## src/hdl/tva_pkg.sv

```systemverilog
`default_nettype none
package tva_pkg;

   // joint count and field widths
   localparam int JOINT_COUNT = 7;
   localparam int JOINT_W     = 3;
   localparam int TORQUE_W    = 16;
   localparam int VEL_W       = 24;
   localparam int DEADBAND_W  = 16;
   localparam int GAIN_W      = 16;
   localparam int LIMIT_W     = 24;
   localparam int WEIGHT_W    = 17;
   localparam int CSR_INDEX_W = 3;
   localparam int CSR_DATA_W  = 56;

   // register indexes past the per-joint settings
   localparam logic [CSR_INDEX_W-1:0] CSR_WEIGHT = 3'd7;

   // fixed-point constants
   localparam logic [WEIGHT_W-1:0] WEIGHT_ONE   = 17'h10000;
   localparam logic [WEIGHT_W-1:0] WEIGHT_RESET = 17'd62259;
   localparam logic [VEL_W-2:0]    VEL_MAG_MAX  = 23'h7FFFFF;
   localparam logic [VEL_W-1:0]    SNAP_LEVEL   = 24'd53;

   // per-joint settings word: deadband[55:40], gain[39:24], limit[23:0]
   typedef struct packed {
      logic [DEADBAND_W-1:0] deadband;
      logic [GAIN_W-1:0]     gain;
      logic [LIMIT_W-1:0]    limit;
   } joint_cfg_type;

endpackage
`default_nettype wire

```

## src/hdl/tva_if.sv

```systemverilog
`default_nettype none
interface tva_req_if;
   import tva_pkg::*;
   logic                       valid;
   logic                       ready;
   logic [JOINT_W-1:0]         joint_number;
   logic signed [TORQUE_W-1:0] torque_sample;
   modport source (output valid, joint_number, torque_sample, input ready);
   modport sink (input valid, joint_number, torque_sample, output ready);
endinterface

interface tva_rsp_if;
   import tva_pkg::*;
   logic                    valid;
   logic                    ready;
   logic [JOINT_W-1:0]      joint_id;
   logic signed [VEL_W-1:0] velocity_command;
   modport source (output valid, joint_id, velocity_command, input ready);
   modport sink (input valid, joint_id, velocity_command, output ready);
endinterface

interface tva_csr_if;
   import tva_pkg::*;
   logic                   valid;
   logic                   ready;
   logic [CSR_INDEX_W-1:0] index;
   logic [CSR_DATA_W-1:0]  data;
   modport source (output valid, index, data, input ready);
   modport sink (input valid, index, data, output ready);
endinterface
`default_nettype wire

```

## src/hdl/tva_ram.sv

```systemverilog
`default_nettype none
module tva_ram #(
   parameter int  WIDTH  = 24,
   parameter int  DEPTH  = 7,
   localparam int ADDR_W = (DEPTH > 1) ? $clog2(DEPTH) : 1
) (
   input  wire logic              clock,
   input  wire logic              we,
   input  wire logic [ADDR_W-1:0] waddr,
   input  wire logic [WIDTH-1:0]  wdata,
   input  wire logic [ADDR_W-1:0] raddr,
   output logic      [WIDTH-1:0]  rdata
);

   logic [WIDTH-1:0] mem [DEPTH];

   // one write port, one registered read port
   always_ff @(posedge clock) begin
      if (we) begin
         mem[waddr] <= wdata;
      end
      rdata <= mem[raddr];
   end

endmodule
`default_nettype wire

```

## src/hdl/tva_cfg.sv

```systemverilog
`default_nettype none
module tva_cfg (
   input  wire logic                    clock,
   input  wire logic                    reset,
   tva_csr_if.sink                      csr,
   input  wire logic [2:0]              joint_sel,
   output tva_pkg::joint_cfg_type       joint_cfg,
   output logic [16:0]                  weight
);
   import tva_pkg::*;

   joint_cfg_type       settings_ff [JOINT_COUNT];
   logic [WEIGHT_W-1:0] weight_ff;

   assign csr.ready = 1'b1;

   // register writes; indexes past the list are dropped
   always_ff @(posedge clock) begin
      if (reset) begin
         for (int i = 0; i < JOINT_COUNT; i++) begin
            settings_ff[i] <= '0;
         end
         weight_ff <= WEIGHT_RESET;
      end else if (csr.valid && csr.ready) begin
         if (csr.index < CSR_INDEX_W'(JOINT_COUNT)) begin
            settings_ff[csr.index] <= joint_cfg_type'(csr.data);
         end else if (csr.index == CSR_WEIGHT) begin
            weight_ff <= csr.data[WEIGHT_W-1:0];
         end
      end
   end

   // settings lookup for the joint in flight
   assign joint_cfg = (joint_sel < JOINT_W'(JOINT_COUNT)) ? settings_ff[joint_sel] : '0;

   // weights above one act as one
   assign weight = (weight_ff > WEIGHT_ONE) ? WEIGHT_ONE : weight_ff;

endmodule
`default_nettype wire

```

## src/hdl/torque_to_velocity_admittance.sv

```systemverilog
`default_nettype none
// Torque-to-velocity admittance for up to seven joints. Each torque transaction
// names a joint; torque inside that joint's deadband gives zero, otherwise the
// excess times the gain (rounded, clamped to the speed limit, sign reversed) is
// blended with the joint's last command by the smoothing weight, rounded half
// up, and snapped to zero below 53 LSB. Joint numbers of 7 are dropped with no
// result. The settings lookup and previous-velocity memory read happen at
// acceptance; then S_MUL does the gain multiply, S_BLD1 and S_BLD2 the two
// blend multiplies, and S_FIN the rounding and write-back into the output
// register. The next item is accepted in the cycle after the write-back, so
// the block takes no new item while one is in flight. Write-back waits while
// the output register is full.
// The per-joint history lives in a small memory; seven valid bits make unwritten
// joints read as zero right after reset, so there is no clearing pass. The
// user must write registers only while the block is idle; this is not enforced.
module torque_to_velocity_admittance (
   input wire logic  clock,
   input wire logic  reset,
   tva_req_if.sink   req,
   tva_rsp_if.source rsp,
   tva_csr_if.sink   csr
);
   import tva_pkg::*;

   typedef enum logic [2:0] {
      S_IDLE,
      S_MUL,
      S_BLD1,
      S_BLD2,
      S_FIN
   } state_type;

   state_type                 state_ff;
   logic [JOINT_W-1:0]        joint_ff;
   logic                      neg_ff;
   logic                      pass_ff;
   logic [TORQUE_W:0]         excess_ff;
   logic [GAIN_W-1:0]         gain_ff;
   logic [VEL_W-2:0]          limit_ff;
   logic signed [VEL_W-1:0]   vraw_ff;
   logic signed [VEL_W-1:0]   prev_ff;
   logic signed [41:0]        prod_ff;
   logic signed [42:0]        acc_ff;
   logic [JOINT_COUNT-1:0]    valid_ff;
   logic                      rsp_valid_ff;
   logic [JOINT_W-1:0]        rsp_joint_ff;
   logic signed [VEL_W-1:0]   rsp_vel_ff;

   joint_cfg_type             jcfg;
   logic [WEIGHT_W-1:0]       weight;
   logic [TORQUE_W:0]         mag;
   logic [VEL_W-2:0]          limit_eff;
   logic [32:0]               gprod;
   logic [33:0]               gsum;
   logic [VEL_W-2:0]          vmag;
   logic signed [VEL_W-1:0]   vraw;
   logic signed [WEIGHT_W:0]  wt_new;
   logic signed [WEIGHT_W:0]  wt_old;
   logic signed [41:0]        prod_new;
   logic signed [41:0]        prod_old;
   logic signed [42:0]        rsum;
   logic signed [26:0]        shifted;
   logic signed [VEL_W-1:0]   sat;
   logic signed [VEL_W-1:0]   result;
   logic [VEL_W-1:0]          ram_rdata;
   logic                      ram_we;
   logic                      accept;
   logic                      out_free;

   tva_cfg u_cfg (
      .clock     (clock),
      .reset     (reset),
      .csr       (csr),
      .joint_sel (req.joint_number),
      .joint_cfg (jcfg),
      .weight    (weight)
   );

   tva_ram #(.WIDTH(VEL_W), .DEPTH(JOINT_COUNT)) u_hist (
      .clock (clock),
      .we    (ram_we),
      .waddr (joint_ff),
      .wdata (result),
      .raddr (req.joint_number),
      .rdata (ram_rdata)
   );

   assign req.ready = (state_ff == S_IDLE);
   assign accept    = req.valid && req.ready;
   assign out_free  = !rsp_valid_ff || rsp.ready;
   assign ram_we    = (state_ff == S_FIN) && out_free;

   // torque magnitude, deadband excess and effective limit
   always_comb begin
      if (req.torque_sample[TORQUE_W-1]) begin
         mag = (TORQUE_W+1)'(0) - {1'b1, req.torque_sample};
      end else begin
         mag = {1'b0, req.torque_sample};
      end
      limit_eff = jcfg.limit[LIMIT_W-1] ? VEL_MAG_MAX : jcfg.limit[LIMIT_W-2:0];
   end

   // gain product, round half up to Q4.19, clamp, reverse sign
   always_comb begin
      gprod = excess_ff * gain_ff;
      gsum  = {1'b0, gprod} + 34'd1;
      if (!pass_ff) begin
         vmag = '0;
      end else if (gsum[33:1] > {10'd0, limit_ff}) begin
         vmag = limit_ff;
      end else begin
         vmag = gsum[VEL_W-1:1];
      end
      vraw = neg_ff ? (VEL_W'(0) - {1'b0, vmag}) : {1'b0, vmag};
   end

   // blend products and final rounding, saturation, snap
   always_comb begin
      wt_new   = $signed({1'b0, weight});
      wt_old   = $signed({1'b0, WEIGHT_ONE - weight});
      prod_new = vraw_ff * wt_new;
      prod_old = prev_ff * wt_old;
      rsum     = acc_ff + 43'sd32768;
      shifted  = 27'(rsum >>> 16);
      if (shifted > 27'sd8388607) begin
         sat = 24'sh7FFFFF;
      end else if (shifted < -27'sd8388608) begin
         sat = 24'sh800000;
      end else begin
         sat = shifted[VEL_W-1:0];
      end
      if ((sat > -$signed(SNAP_LEVEL)) && (sat < $signed(SNAP_LEVEL))) begin
         result = '0;
      end else begin
         result = sat;
      end
   end

   // sequencer, datapath registers and output register
   always_ff @(posedge clock) begin
      if (reset) begin
         state_ff     <= S_IDLE;
         valid_ff     <= '0;
         rsp_valid_ff <= 1'b0;
      end else begin
         // output register loads on write-back, clears when taken
         if (ram_we) begin
            rsp_valid_ff <= 1'b1;
         end else if (rsp.ready) begin
            rsp_valid_ff <= 1'b0;
         end
         unique case (state_ff)
            S_IDLE: begin
               if (accept && (req.joint_number < JOINT_W'(JOINT_COUNT))) begin
                  state_ff  <= S_MUL;
                  joint_ff  <= req.joint_number;
                  neg_ff    <= !req.torque_sample[TORQUE_W-1] && (req.torque_sample != '0);
                  pass_ff   <= mag > {1'b0, jcfg.deadband};
                  excess_ff <= mag - {1'b0, jcfg.deadband};
                  gain_ff   <= jcfg.gain;
                  limit_ff  <= limit_eff;
               end
            end
            S_MUL: begin
               vraw_ff  <= vraw;
               prev_ff  <= valid_ff[joint_ff] ? ram_rdata : '0;
               state_ff <= S_BLD1;
            end
            S_BLD1: begin
               prod_ff  <= prod_new;
               state_ff <= S_BLD2;
            end
            S_BLD2: begin
               acc_ff   <= {prod_ff[41], prod_ff} + {prod_old[41], prod_old};
               state_ff <= S_FIN;
            end
            S_FIN: begin
               if (out_free) begin
                  valid_ff[joint_ff] <= 1'b1;
                  rsp_joint_ff       <= joint_ff;
                  rsp_vel_ff         <= result;
                  state_ff           <= S_IDLE;
               end
            end
            default: begin
               state_ff <= S_IDLE;
            end
         endcase
      end
   end

   assign rsp.valid            = rsp_valid_ff;
   assign rsp.joint_id         = rsp_joint_ff;
   assign rsp.velocity_command = rsp_vel_ff;

   // write-back lands in the output register with the same value
   a_wb_to_rsp: assert property (@(posedge clock) disable iff (reset)
      ram_we |=> rsp_valid_ff && (rsp_vel_ff == $past(result))
                 && (rsp_joint_ff == $past(joint_ff)))
      else $error("write-back and response disagree");

   // a written joint is marked valid afterwards
   a_valid_set: assert property (@(posedge clock) disable iff (reset)
      ram_we |=> valid_ff[$past(joint_ff)])
      else $error("history valid bit not set");

   // delivered velocities are snapped
   a_snap: assert property (@(posedge clock) disable iff (reset)
      rsp_valid_ff |-> (rsp_vel_ff == '0) || (rsp_vel_ff >= $signed(SNAP_LEVEL))
                       || (rsp_vel_ff <= -$signed(SNAP_LEVEL)))
      else $error("unsnapped velocity delivered");

   // only in-range joints are ever in flight
   a_joint_range: assert property (@(posedge clock) disable iff (reset)
      (state_ff != S_IDLE) |-> (joint_ff < JOINT_W'(JOINT_COUNT)))
      else $error("out-of-range joint in flight");

endmodule
`default_nettype wire
```

## src/flat_wrapper.sv

```systemverilog
// flat-port wrapper written by rule: the top's interface ports become plain ports
module torque_to_velocity_admittance_flat import tva_pkg::*;
  (clock, reset, req_valid, req_joint_number, req_torque_sample, req_ready, rsp_valid, rsp_joint_id, rsp_velocity_command, rsp_ready, csr_valid, csr_index, csr_data, csr_ready);
  tva_req_if req_i ();
  tva_rsp_if rsp_i ();
  tva_csr_if csr_i ();
  input wire logic clock;
  input wire logic reset;
  input wire logic [$bits(req_i.valid)-1:0] req_valid;
  input wire logic [$bits(req_i.joint_number)-1:0] req_joint_number;
  input wire logic [$bits(req_i.torque_sample)-1:0] req_torque_sample;
  output wire logic [$bits(req_i.ready)-1:0] req_ready;
  output wire logic [$bits(rsp_i.valid)-1:0] rsp_valid;
  output wire logic [$bits(rsp_i.joint_id)-1:0] rsp_joint_id;
  output wire logic [$bits(rsp_i.velocity_command)-1:0] rsp_velocity_command;
  input wire logic [$bits(rsp_i.ready)-1:0] rsp_ready;
  input wire logic [$bits(csr_i.valid)-1:0] csr_valid;
  input wire logic [$bits(csr_i.index)-1:0] csr_index;
  input wire logic [$bits(csr_i.data)-1:0] csr_data;
  output wire logic [$bits(csr_i.ready)-1:0] csr_ready;
  assign req_i.valid = req_valid;
  assign req_i.joint_number = req_joint_number;
  assign req_i.torque_sample = req_torque_sample;
  assign req_ready = req_i.ready;
  assign rsp_valid = rsp_i.valid;
  assign rsp_joint_id = rsp_i.joint_id;
  assign rsp_velocity_command = rsp_i.velocity_command;
  assign rsp_i.ready = rsp_ready;
  assign csr_i.valid = csr_valid;
  assign csr_i.index = csr_index;
  assign csr_i.data = csr_data;
  assign csr_ready = csr_i.ready;
  torque_to_velocity_admittance u_core (.clock(clock), .reset(reset), .req(req_i), .rsp(rsp_i), .csr(csr_i));
endmodule
```

## config.mk

```make
export PLATFORM = sky130hd
export DESIGN_NAME = torque_to_velocity_admittance_flat
export DESIGN_NICKNAME = d
export VERILOG_FILES = /design/src/hdl/tva_pkg.sv /design/src/hdl/tva_if.sv /design/src/hdl/tva_ram.sv /design/src/hdl/tva_cfg.sv /design/src/hdl/torque_to_velocity_admittance.sv /design/src/flat_wrapper.sv
export SDC_FILE = /design/constraint.sdc
export NUM_CORES = 2
export LEC_CHECK = 0
export ABC_AREA = 0
export BUFFER_PORTS_ARGS = -buffer_cell sky130_fd_sc_hd__buf_4
export CORE_MARGIN = 5
export CORE_UTILIZATION = 50
export CTS_CLUSTER_DIAMETER = 40
export DETAILED_ROUTE_END_ITERATION = 10
export PLACE_DENSITY = 0.66
export SLEW_MARGIN = 5
export SYNTH_ARGS = -nofsm -noshare
export SYNTH_HDL_FRONTEND = slang
export SYNTH_HIERARCHICAL = 1
export SYNTH_SLANG_ARGS = --single-unit
```

## constraint.sdc

```tcl
create_clock -name clock -period 15.5 [get_ports clock]
set_input_delay 2.325 -clock clock [delete_from_list [all_inputs] [get_ports clock]]
set_output_delay 2.325 -clock clock [all_outputs]
set_load 0.005 [all_outputs]
```

==> results.py <==
metrics = {
    "outcome": {
        "outcome": "complete, no violations",
    },
    "final_layout": {
        "drive_gt1_share_pct": 9.93,
        "fin_nets": 8655,
        "syn_to_final_growth_pct": 8.99,
        "fillers": 13300,
    },
    "timing": {
        "layout_setup_ws_ns": 4.93,
        "worstMarginPinSlew_ns": 1.17,
        "maxSlewHeadroom_pct": 22.2,
        "setup_violations": 0,
        "finalHoldViolations": 0,
        "fin_tns_setup_ns": 0,
        "slew_viol_final": 0,
        "fin_worst_skew_ns": 0.0833,
        "rsz0062_at_grt": "false",
        "layout_min_cycle_time_ns": 10.57,
        "fmax_ghz": 0.0946,
        "fin_crit_sh_pct": 68.2,
    },
    "run": {
        "drv_cap": 0,
    },
    "synthesis": {
        "synth-seq-cells": 830,
        "syn_avg_cell_area_sq_um": 10.6,
        "synthMuxAreaShare_pct": 4.59,
        "synthXorXnorAreaFrac_pct": 1.98,
        "synth-async-reset-ratio_pct": 0,
        "synth.distinct_cells": 105,
        "yosys.area_share.adder_pct": 33.6,
        "synth_top_family_by_area": "adder cells",
        "synthCells": 7191,
        "synth_compound_area_share_pct": 6.28,
        "yosys.area_share.simple_pct": 13.8,
        "synth_edf_count": 722,
        "yosysSeqAreaShare_pct": 31.2,
        "synthesis.area_sq_mm": 0.0765,
        "yosysWarningCount": 6,
        "synth_ff_type": "edfxtp_1",
    },
    "setup_path": {
        "critPathLaunchType": "flip-flop",
        "cpMostUsedCell": "fa_1",
        "endpoint_kind": "flip-flop",
        "cp_top_family": "adder cells",
        "path_class": "flip-flop to flip-flop",
        "cp.required_ns": 15.95,
        "cp_max_fo": 55,
        "max_stage_delay_ns": 0.68,
        "slowest_stage": "edfxtp_1",
        "crit_buf_inv": 6,
        "cp_data_arrival_time_ns": 11.02,
    },
    "global_route": {
        "grt_usage_pct": 24.6,
        "grt_pass1_vias": 54700,
        "grt_max_degree": 79,
        "antenna_found_initial": 12,
        "grt_first_pass_wirelength_microns": 312000,
        "grt-ovfl-total": 0,
    },
    "cts": {
        "cts_tree": "done",
        "clk_path_buf_depth": 3,
        "cts.sinks": 830,
        "postCtsSetupRepairBufs": 0,
        "cts_made_buffers": 113,
        "cts_resized": 0,
        "root_buffer": "clkbuf_16",
        "clk_pin_slew_ns": 0.06,
        "hold_buffers": 0,
        "insertion_delay_ns": 0.76,
        "htreeDepth": 3,
    },
    "drt": {
        "totalWireLength_microns": 196000,
        "wl_per_cell_microns": 21.1,
        "drt_iter0_drc": 3548,
        "drtAntennaViolNets": 0,
        "vias": 51100,
        "first_pass_iters": 5,
        "avgViaCountPerCell": 5.50,
        "post-route-drc-count": 0,
    },
    "floorplanning": {
        "start_util_pct": 50.3,
        "die_w_microns": 401,
        "boundaryPins": 113,
        "rows": 143,
        "dieArea_sq_mm": 0.161,
        "fp.dieH_microns": 401,
        "core-area_sq_mm": 0.152,
    },
    "placed_design": {
        "dp_slack_ns": 5.03,
        "hpwl_microns": 140000,
        "port_buffers": 111,
        "place_congestion": 0.901,
    },
    "worst_hold_path": {
        "hold_class": "flip-flop to flip-flop",
    },
}
[registers in the layout (all words and copies together), names as in the netlist]
register and cells:
u_core/rsp.valid 1, u_core/prod_ff 42, u_core/rsp.velocity_command 24, u_core/state_ff 3, u_core/acc_ff 28, u_core/rsp.joint_id 3
u_core/prev_ff 24, u_core/joint_ff 3, u_core/valid_ff 7, u_core/u_cfg/settings_ff 404, u_core/u_cfg/weight_ff 17, u_core/neg_ff 1
u_core/u_hist/rdata 24, u_core/pass_ff 1, u_core/gain_ff 16, u_core/vraw_ff 24, u_core/excess_ff 17, u_core/limit_ff 23
u_core/u_hist/mem 168
[cell usage in the layout (no fill, tap or decap), types with 18 or more instances in the layout]
master     count
inv_1       1310
fa_1        1055
nand2_1      788
edfxtp_1     722
and2_1       436
nor2_1       401
ha_1         365
buf_4        187
a21oi_1      165
mux2i_1      132
xnor2_1      124
nand3_1      122
clkbuf_16    114
dfxtp_1      108
o21ai_0       92
nor2b_1       73
nand2b_1      69
mux4_2        57
o2bb2ai_1     56
mux2_2        54
a21o_1        52
nor3_1        42
nor2_2        41
xor2_1        39
a2bb2oi_1     37
nand4_1       35
or2_2         31
nor4_1        22
o211ai_2      21
o221ai_2      21
mux2_4        20
a211oi_1      19
nand3b_1      18
[kinds of logic after synthesis]
kind of cell | Yosys count
compound gates | 654
xor+xnor | 173
fa+ha+maj | 1420
buf+inv | 1667
flops | 830
mux | 263
other cells | 2
simple gates | 2182
[cell usage after synthesis (45+ instances only)]
library cell	instances	area [sq um]
ha_1	365	4570
nor3_1	45	225
edfxtp_1	722	21700
clkbuf_1	254	953
dfxtp_1	108	2160
and2_1	437	2730
nand3_1	123	616
mux2_2	54	608
a21oi_1	165	826
a21o_1	53	398
o21ai_0	94	470
nand2b_1	74	463
inv_1	1310	4920
o2bb2ai_1	56	490
nor2b_1	91	569
mux2i_1	132	1320
nand2_1	788	2960
xnor2_1	131	1150
nor2_1	407	1530
mux4_2	57	1280
fa_1	1055	21100
[final timing paths]
| kind | start | to | slack, ns | cells past startpoint |
|---|---|---|---|---|
| max reg2reg | u_core/excess_ff[4]$_DFFE_PP_ | u_core/vraw_ff[20]$_DFFE_PP_ | 4.93 | 34 |
| max | u_core/excess_ff[4]$_DFFE_PP_ | u_core/vraw_ff[20]$_DFFE_PP_ | 4.93 | 34 |
| min reg2reg | u_core/valid_ff[4]$_SDFFE_PP0P_ | u_core/valid_ff[4]$_SDFFE_PP0P_ | 0.47 | 2 |
| min | u_core/valid_ff[4]$_SDFFE_PP0P_ | u_core/valid_ff[4]$_SDFFE_PP0P_ | 0.47 | 2 |
[per-layer routing]
metal	up-vias	global-route usage, %	routed length, microns
met5	-	0	25
met4	4	8.16	7340
met3	332	3.68	11700
met2	1612	41.8	95900
met1	26200	32.6	81200
li1	23000	-	-
[cell type report]
class	instances	area, sq um	area share, %
Clock inverter	90	1170	1.41
Inverter	1311	4920	5.90
Timing Repair Buffer	191	1460	1.76
Multi-Input combinational cell	4705	46400	55.7
Sequential cell	830	23800	28.6
Tap cell	2030	2540	3.05
Clock buffer	126	2980	3.57
Antenna cell	9	22.5	0.0270
[worst register-to-register path: cells and delay by family, from the launching register on]
kind                     cells  cell delay (ns)
AO/OA/AOI/OAI                8             2.38
XOR/XNOR                     2             0.37
adder cells (fa/ha/maj)      9             4.21
buffers and inverters        6             0.89
flip-flops                   1             0.68
multiplexers                 1             0.30
AND/OR/NAND/NOR              8             1.47
[per-stage QoR]
step / hold slack (ns) / cell area (sq um) / instances / utilization, %
2_1_floorplan: 0.429 / 76500 / 7202 / -
3_5_place_dp: 0.458 / 79200 / 9067 / 52.1
6_report: 0.467 / 83400 / 9292 / 54.8
5_1_grt: 0.478 / 83400 / 9284 / 54.8
4_1_cts: 0.467 / 83400 / 9283 / 54.8
3_3_place_gp: 0.441 / 79200 / 9067 / 52.1
Power is left out: the tool's default activity adds up to more than one toggle a clock period on the data nets, which glitch-free logic cannot reach.
